<file path="config.mk">
export PLATFORM = sky130hd
export DESIGN_NAME = double_ended_queue
export DESIGN_NICKNAME = d
export VERILOG_FILES = /design/src/rtl/core/deq_pkg.sv /design/src/rtl/core/deq_cell.sv /design/src/rtl/core/double_ended_queue.sv
export VERILOG_INCLUDE_DIRS = /design/src /design/src/rtl/core
export SDC_FILE = /design/constraint.sdc
export NUM_CORES = 2
export LEC_CHECK = 0
export BUFFER_PORTS_ARGS = -buffer_cell sky130_fd_sc_hd__buf_4
export CORE_UTILIZATION = 55
export DETAILED_ROUTE_END_ITERATION = 6
export HOLD_SLACK_MARGIN = 0.08
export PLACE_DENSITY = 0.71
export SYNTH_ARGS = -nofsm -noshare
export SYNTH_HDL_FRONTEND = slang
export SYNTH_HIERARCHICAL = 1
export SYNTH_SLANG_ARGS = --single-unit
</file>
<file path="constraint.sdc">
create_clock -name clock -period 16.2 [get_ports clock]
set_clock_uncertainty 0.15 [all_clocks]
set_input_delay 2.43 -clock clock [delete_from_list [all_inputs] [get_ports clock]]
set_output_delay 2.43 -clock clock [all_outputs]
set_load 0.005 [all_outputs]
</file>
<file path="src/rtl/core/double_ended_queue_assert.svh">
// assertion macros for the deque core
`ifndef DOUBLE_ENDED_QUEUE_ASSERT_SVH
`define DOUBLE_ENDED_QUEUE_ASSERT_SVH

// property that holds at every edge out of reset
`define DEQ_ASSERT_ALWAYS(label, cond, msg) \
   label: assert property (@(posedge clock) disable iff (reset) (cond)) else $error(msg);

// property that must hold in the cycle after a trigger
`define DEQ_ASSERT_NEXT(label, trig, cond, msg) \
   label: assert property (@(posedge clock) disable iff (reset) (trig) |=> (cond)) \
      else $error(msg);

`endif

</file>
<file path="src/rtl/core/deq_pkg.sv">
package deq_pkg;

   typedef enum logic [2:0] {
      CMD_PUSH_FRONT = 3'd0,
      CMD_PUSH_REAR  = 3'd1,
      CMD_POP_FRONT  = 3'd2,
      CMD_POP_REAR   = 3'd3,
      CMD_DUMP       = 3'd4
   } cmd_type;

   typedef enum logic [1:0] {
      STATUS_OK        = 2'd0,
      STATUS_UNDERFLOW = 2'd1,
      STATUS_OVERFLOW  = 2'd2,
      STATUS_EMPTY     = 2'd3
   } status_type;

   typedef enum logic [2:0] {
      OP_HOLD,
      OP_SHIFT_R,
      OP_PUSH_R,
      OP_SHIFT_L,
      OP_POP_R,
      OP_ROTATE
   } cell_op_type;

   typedef enum logic {
      STATE_IDLE,
      STATE_DUMP
   } state_type;

   localparam int unsigned VALUE_W = 32;
   localparam int unsigned FILL_W  = 6;

endpackage

</file>
<file path="src/rtl/core/deq_cell.sv">
module deq_cell (
   input  logic                          clock,
   input  logic                          reset,
   input  deq_pkg::cell_op_type          op,
   input  logic [deq_pkg::VALUE_W-1:0]   push_value,
   input  logic [deq_pkg::VALUE_W-1:0]   left_value,
   input  logic                          left_valid,
   input  logic [deq_pkg::VALUE_W-1:0]   right_value,
   input  logic                          right_valid,
   input  logic [deq_pkg::VALUE_W-1:0]   wrap_value,
   output logic [deq_pkg::VALUE_W-1:0]   value,
   output logic                          valid,
   output logic [deq_pkg::VALUE_W-1:0]   tail_value
);
   import deq_pkg::*;

   logic [VALUE_W-1:0] value_ff, value_in;
   logic               valid_ff, valid_in;
   logic               is_tail;

   assign is_tail = valid_ff && !right_valid;

   always_comb begin
      value_in = value_ff;
      valid_in = valid_ff;
      case (op)
         OP_SHIFT_R: begin
            value_in = left_value;
            valid_in = left_valid;
         end
         OP_PUSH_R: begin
            if (left_valid && !valid_ff) begin
               value_in = push_value;
               valid_in = 1'b1;
            end
         end
         OP_SHIFT_L: begin
            value_in = right_value;
            valid_in = right_valid;
         end
         OP_POP_R: begin
            if (is_tail) begin
               valid_in = 1'b0;
            end
         end
         OP_ROTATE: begin
            if (is_tail) begin
               value_in = wrap_value;
            end else if (valid_ff) begin
               value_in = right_value;
            end
         end
         default: begin
            value_in = value_ff;
         end
      endcase
   end

   always_ff @(posedge clock) begin
      if (reset) begin
         valid_ff <= 1'b0;
      end else begin
         valid_ff <= valid_in;
      end
   end

   always_ff @(posedge clock) begin
      value_ff <= value_in;
   end

   assign value      = value_ff;
   assign valid      = valid_ff;
   assign tail_value = is_tail ? value_ff : '0;

endmodule

</file>
<file path="src/rtl/core/double_ended_queue.sv">
// channel  dir  tdata                         tuser         tlast
// req      in   push_value[31:0]              cmd[2:0]      -
// rsp      out  data_out[31:0], fill[37:32]   status[1:0]   last result of command
//
// push and pop each give one rsp item, one item per cycle while rsp is drained and no dump runs
// a dump of n held values gives n items, req_tready low meanwhile
// each value sits in one cell of a row; front push/pop and dump rotation shift it
// reset is synchronous and empties the queue, no clearing pass
// a stalled rsp holds its item and stalls req and any dump in progress
module double_ended_queue #(
   parameter int unsigned CAPACITY = 32
) (
   input  logic        clock,
   input  logic        reset,
   input  logic        req_tvalid,
   output logic        req_tready,
   input  logic [31:0] req_tdata,   // push_value[31:0]
   input  logic [2:0]  req_tuser,   // cmd[2:0]
   output logic        rsp_tvalid,
   input  logic        rsp_tready,
   output logic [39:0] rsp_tdata,   // data_out[31:0], fill_level[37:32], zero[39:38]
   output logic [1:0]  rsp_tuser,   // status[1:0]
   output logic        rsp_tlast
);
   import deq_pkg::*;

   localparam int unsigned CNT_W = $clog2(CAPACITY + 1);
   localparam int unsigned CUR_W = $clog2(CAPACITY);

   logic [VALUE_W-1:0] cell_value [CAPACITY];
   logic [VALUE_W-1:0] cell_tail  [CAPACITY];
   logic [CAPACITY-1:0] cell_valid;
   cell_op_type        cell_op;

   state_type          state_ff, state_in;
   logic [CNT_W-1:0]   count_ff, count_in;
   logic [CUR_W-1:0]   cursor_ff, cursor_in;

   logic               rsp_valid_ff;
   logic [VALUE_W-1:0] rsp_data_ff, rsp_data_in;
   logic [FILL_W-1:0]  rsp_fill_ff;
   status_type         rsp_status_ff, rsp_status_in;
   logic               rsp_last_ff, rsp_last_in;

   logic               can_load, req_fire, load;
   logic               full, empty, dump_end;
   logic [VALUE_W-1:0] rear_value;
   logic [VALUE_W-1:0] push_value;
   cmd_type            cmd;

   assign push_value = req_tdata[VALUE_W-1:0];
   assign cmd        = cmd_type'(req_tuser);
   assign can_load   = !rsp_valid_ff || rsp_tready;
   assign req_tready = (state_ff == STATE_IDLE) && can_load;
   assign req_fire   = req_tvalid && req_tready;
   assign full       = count_ff == CNT_W'(CAPACITY);
   assign empty      = count_ff == '0;
   assign dump_end   = (CNT_W'(cursor_ff) + CNT_W'(1)) == count_ff;

   for (genvar i = 0; i < CAPACITY; i++) begin : g_cell
      logic [VALUE_W-1:0] left_value, right_value;
      logic               left_valid, right_valid;
      if (i == 0) begin : g_first
         assign left_value = push_value;
         assign left_valid = 1'b1;
      end else begin : g_mid
         assign left_value = cell_value[i-1];
         assign left_valid = cell_valid[i-1];
      end
      if (i == CAPACITY - 1) begin : g_last
         assign right_value = '0;
         assign right_valid = 1'b0;
      end else begin : g_body
         assign right_value = cell_value[i+1];
         assign right_valid = cell_valid[i+1];
      end
      deq_cell u_cell (
         .clock       (clock),
         .reset       (reset),
         .op          (cell_op),
         .push_value  (push_value),
         .left_value  (left_value),
         .left_valid  (left_valid),
         .right_value (right_value),
         .right_valid (right_valid),
         .wrap_value  (cell_value[0]),
         .value       (cell_value[i]),
         .valid       (cell_valid[i]),
         .tail_value  (cell_tail[i])
      );
   end

   always_comb begin
      rear_value = '0;
      for (int i = 0; i < CAPACITY; i++) begin
         rear_value = rear_value | cell_tail[i];
      end
   end

   // next state
   always_comb begin
      state_in = state_ff;
      case (state_ff)
         STATE_IDLE: begin
            if (req_fire && cmd == CMD_DUMP && count_ff > CNT_W'(1)) begin
               state_in = STATE_DUMP;
            end
         end
         STATE_DUMP: begin
            if (can_load && dump_end) begin
               state_in = STATE_IDLE;
            end
         end
         default: begin
            state_in = STATE_IDLE;
         end
      endcase
   end

   // datapath control
   always_comb begin
      cell_op       = OP_HOLD;
      load          = 1'b0;
      rsp_status_in = STATUS_OK;
      rsp_data_in   = '0;
      rsp_last_in   = 1'b1;
      count_in      = count_ff;
      cursor_in     = cursor_ff;
      case (state_ff)
         STATE_IDLE: begin
            if (req_fire) begin
               case (cmd)
                  CMD_PUSH_FRONT, CMD_PUSH_REAR: begin
                     load = 1'b1;
                     if (full) begin
                        rsp_status_in = STATUS_OVERFLOW;
                     end else begin
                        cell_op  = (cmd == CMD_PUSH_FRONT) ? OP_SHIFT_R : OP_PUSH_R;
                        count_in = count_ff + CNT_W'(1);
                     end
                  end
                  CMD_POP_FRONT, CMD_POP_REAR: begin
                     load = 1'b1;
                     if (empty) begin
                        rsp_status_in = STATUS_UNDERFLOW;
                     end else begin
                        cell_op     = (cmd == CMD_POP_FRONT) ? OP_SHIFT_L : OP_POP_R;
                        rsp_data_in = (cmd == CMD_POP_FRONT) ? cell_value[0] : rear_value;
                        count_in    = count_ff - CNT_W'(1);
                     end
                  end
                  CMD_DUMP: begin
                     load = 1'b1;
                     if (empty) begin
                        rsp_status_in = STATUS_EMPTY;
                     end else begin
                        cell_op     = OP_ROTATE;
                        rsp_data_in = cell_value[0];
                        rsp_last_in = count_ff == CNT_W'(1);
                        cursor_in   = (count_ff == CNT_W'(1)) ? '0 : CUR_W'(1);
                     end
                  end
                  default: begin
                     load = 1'b0;
                  end
               endcase
            end
         end
         STATE_DUMP: begin
            if (can_load) begin
               load        = 1'b1;
               cell_op     = OP_ROTATE;
               rsp_data_in = cell_value[0];
               rsp_last_in = dump_end;
               cursor_in   = dump_end ? '0 : cursor_ff + CUR_W'(1);
            end
         end
         default: begin
            load = 1'b0;
         end
      endcase
   end

   always_ff @(posedge clock) begin
      if (reset) begin
         state_ff     <= STATE_IDLE;
         count_ff     <= '0;
         cursor_ff    <= '0;
         rsp_valid_ff <= 1'b0;
      end else begin
         state_ff  <= state_in;
         count_ff  <= count_in;
         cursor_ff <= cursor_in;
         if (load) begin
            rsp_valid_ff <= 1'b1;
         end else if (rsp_tready) begin
            rsp_valid_ff <= 1'b0;
         end
      end
   end

   always_ff @(posedge clock) begin
      if (load) begin
         rsp_data_ff   <= rsp_data_in;
         rsp_fill_ff   <= FILL_W'(count_in);
         rsp_status_ff <= rsp_status_in;
         rsp_last_ff   <= rsp_last_in;
      end
   end

   assign rsp_tvalid = rsp_valid_ff;
   assign rsp_tdata  = {2'b00, rsp_fill_ff, rsp_data_ff};
   assign rsp_tuser  = rsp_status_ff;
   assign rsp_tlast  = rsp_last_ff;

`include "double_ended_queue_assert.svh"

   `DEQ_ASSERT_ALWAYS(a_count_bound, count_ff <= CNT_W'(CAPACITY), "count above capacity")
   `DEQ_ASSERT_ALWAYS(a_count_cells, $countones(cell_valid) == int'(count_ff),
      "cells and count disagree")
   `DEQ_ASSERT_ALWAYS(a_valid_packed, ((cell_valid + CAPACITY'(1)) & cell_valid) == '0,
      "hole in cell row")
   `DEQ_ASSERT_ALWAYS(a_dump_blocks, !(state_ff == STATE_DUMP && req_tready),
      "item taken during dump")
   `DEQ_ASSERT_NEXT(a_dump_last, state_ff == STATE_DUMP && state_in == STATE_IDLE,
      rsp_tvalid && rsp_tlast, "dump ended without last")

endmodule

</file>
==> metrics.yaml <==
timing:
  rsz0062_at_grt: "no"
  worst_pin_slew_ns: 1.61
  tns_ns: 0
  slew_violations: 8
  max_freq_ghz: 0.135
  slew_headroom_pct: -8.48
  fin_crit_sh_pct: 45.9
  whs_ns: 0.355
  hold_viol: 0
  fin_crit_ns: 7.43
  setup_viol: 0
cts:
  cts_max_level: 4
  clk_latency_ns: 0.83
  cts_resized: 0
  cts_tree: "built"
  cts_made_buffers: 141
  cts_root_buffer: "clkbuf_16"
  clk_pin_slew_worst_paths_ns: 0.06
  postCtsHoldBufs: 0
  postCtsSetupBuffers: 0
  clock_path_buffers: 3
  cts_sinks: 1110
floorplan:
  core_area_mm2: 0.177
  die_width_um: 425
  start_util_pct: 55.6
  rows: 154
  ios: 84
  dieArea_mm2: 0.181
  die_h_um: 425
setup_path:
  arrival_ns: 7.79
  end_kind: "flop"
  crit_path_frequent_cell: "buf_4"
  max_stage_delay_ns: 0.81
  reg2reg_slack_ns: 9.40
  endpoint: "g_cell[3].u_cell/value[1]$_DFFE_PP_"
  reg2regPathDepth: 14
  worst-path-stages: 12
  crit_family: "buffers and inverters"
  cp_cell_sequence: "buf_4 -> nor3b_1 -> o21ai_0 -> o21ai_4 -> buf_12 -> buf_4 -> buf_4 -> buf_4 -> and2_1 -> buf_4 -> nor2b_4 -> a32oi_1"
  worstSetupStartpointType: "primary input"
  rr_endpoint: "g_cell[3].u_cell/value[1]$_DFFE_PP_"
  path_max_fanout: 142
  r2r-start: "count_ff[1]$_SDFF_PP0_"
  critPathSlowestCell: "nor2b_4"
  setup.worst_path.start: "req_tuser[1]"
  worst_ep_required_time_ns: 16.56
  crit_type: "primary input to flop"
  critPathBufInv: 6
grt:
  grt_first_pass_wirelength_mm: 614
  grt_pass1_vias: 88200
  antenna_found_initial: 24
  track_usage_pct: 45.7
  grt_max_degree: 149
  grt_overflow: 0
detailed_routing:
  dr.pass1.iters: 7
  viasPerCell: 7.48
  drt_wl_total_mm: 429
  ant_nets: 0
  drtIter0Drc: 14700
  drc: 15
  vias: 92000
  wl_per_cell_um: 34.9
synth:
  synth_top_family_by_area: "multiplexers"
  synth_ff_type: "edfxtp_1"
  syn_area_per_cell_um2: 9.60
  syn_area_mm2: 0.0984
  synth-seq-cells: 1110
  synth_edf_count: 1065
  synth-simple-area-share_pct: 18.8
  synth_adder_area_share_pct: 0.0509
  synthMuxAreaShare_pct: 22.5
  synth-xor-area-share_pct: 0.0712
  ys_seq_area_share_pct: 33.4
  synth_compound_area_share_pct: 18.8
  syn-instance-count: 10300
  ys_types: 70
  yosysWarnings: 6
  async_reset_ff_share_pct: 0
job:
  max_cap_viol_count: 6
placement:
  gp_congestion: 0.994
  hpwl_mm: 259
  io_buffers: 81
status:
  status: "finished with violations"
  failed_checks: "design-rule violations, max-capacitance violations, max-slew violations"
finish:
  drive_above_1_share_pct: 18.1
  fin_nets: 9864
  areaGrowthSynthToFinish_pct: 4.98
power_and_ir_drop:
  total_power_uw: 10200
  irDropWorstVdd_mv: 0.108
  power.density_mw_per_mm2: 98.7
  leakage_uw: 0.0379
worst_hold_path:
  hp-class: "flop to flop"
worst register-to-register path, cell delays in order, from the launching register on:
cell	delay, ns
dfxtp_1	0.59
inv_1	0.21
ha_1	0.27
or3b_1	0.37
or2_1	0.21
o21ai_0	0.17
o21ai_4	0.20
buf_12	0.49
buf_4	0.88
buf_4	0.70
buf_4	0.70
and2_1	0.21
buf_4	0.37
nor2b_4	0.81
a32oi_1	0.16
cell families (layout without fill, tap and decap cells):
family	Yosys count	in the layout
buffers and inverters	1026	639
AOI/OAI and AO/OA	2261	2261
adders and majority gates	4	4
other	2	92
xor gates and xnor gates	8	8
DFF	1110	1110
and+or+nand+nor	3759	3759
muxes	2081	2081
final cells by class:
class / instances / area (um^2)
Clock buffer: 194 / 3890
Inverter: 42 / 158
Clock inverter: 63 / 528
Antenna cell: 19 / 47.5
Timing Repair Buffer: 340 / 2730
Multi-Input combinational cell: 8186 / 60100
Fill cell: 15000 / 73600
Tap cell: 2340 / 2930
Sequential cell: 1110 / 32900
synthesized netlist by cell type (39+ instances only):
master	count	share of area, %
mux2_2	1056	12
and2_1	1056	6.7
clkbuf_1	290	1.1
edfxtp_1	1065	32
mux2i_1	1025	10
nor2_1	74	0.28
nand4_1	65	0.41
buf_6	129	1.5
o21ai_0	69	0.35
nor2b_1	39	0.25
a32oi_1	1024	9.1
inv_1	42	0.16
o21bai_1	1024	7.8
nand2_1	2094	8.0
buf_2	268	1.4
nor4_1	258	1.6
buf_4	262	2.0
dfxtp_1	45	0.92
sequential cells by signal, summed over array words and instances, names as in the netlist:
register             flops
count_ff                 6
cursor_ff                5
g_cell.u_cell/valid     32
g_cell.u_cell/value   1024
rsp_data_ff             32
rsp_fill_ff              6
rsp_tlast                1
rsp_tuser                2
rsp_tvalid               1
state_ff                 1
where the power goes:
group | switching (uW) | total (uW) | leakage [uW] | internal [uW]
clock | 1410 | 3210 | 0.00217 | 1810
sequential | 381 | 3900 | 0.0102 | 3510
combinational | 1940 | 3090 | 0.0256 | 1150
cell usage in the layout, fill, tap and decap left out, drive strengths merged, types with 37 or more instances in the layout:
| cell | count |
|---|---|
| nor2b | 71 |
| a32oi | 1024 |
| clkinv | 45 |
| inv | 50 |
| nor2 | 76 |
| and2 | 1056 |
| mux2 | 1056 |
| dfxtp | 45 |
| mux2i | 1025 |
| o21bai | 1024 |
| clkbuf | 194 |
| o21ai | 77 |
| buf | 340 |
| nand4 | 66 |
| conb | 73 |
| nand2 | 2094 |
| nand2b | 37 |
| edfxtp | 1065 |
| nor4 | 258 |
stage by stage:
stage | cells | worst slack (ns) | utilization, % | cell area [um^2]
2_1_floorplan | 10300 | 8.97 | - | 98700
3_3_place_gp | 12000 | 8.41 | 55.8 | 98600
3_5_place_dp | 12000 | 8.27 | 55.8 | 98600
4_1_cts | 12300 | 9.13 | 58.3 | 103000
5_1_grt | 12300 | 8.76 | 58.4 | 103000
6_report | 12300 | 8.77 | 58.4 | 103000
layer usage:
metal	up-vias	wire length, um	track usage [%]
met2	7453	181000	66.8
li1	37700	-	-
met5	-	341	1.01
met1	44600	145000	52.8
met4	12	47900	42.4
met3	2183	54900	14.8
worst min-delay path by stage:
stage                                    startpoint                   endpoint  slack, ns  depth (start not counted)
after CTS                 cursor_ff[1]$_SDFFE_PP0P_  cursor_ff[1]$_SDFFE_PP0P_       0.34                          2
after global routing      cursor_ff[1]$_SDFFE_PP0P_  cursor_ff[1]$_SDFFE_PP0P_       0.40                          2
after floorplan           cursor_ff[1]$_SDFFE_PP0P_  cursor_ff[1]$_SDFFE_PP0P_       0.32                          2
after global placement    cursor_ff[1]$_SDFFE_PP0P_  cursor_ff[1]$_SDFFE_PP0P_       0.33                          2
after detailed placement  cursor_ff[1]$_SDFFE_PP0P_  cursor_ff[1]$_SDFFE_PP0P_       0.34                          2
final                     cursor_ff[1]$_SDFFE_PP0P_  cursor_ff[1]$_SDFFE_PP0P_       0.36                          2
No activity file was read; power rests on OpenSTA's default activity.
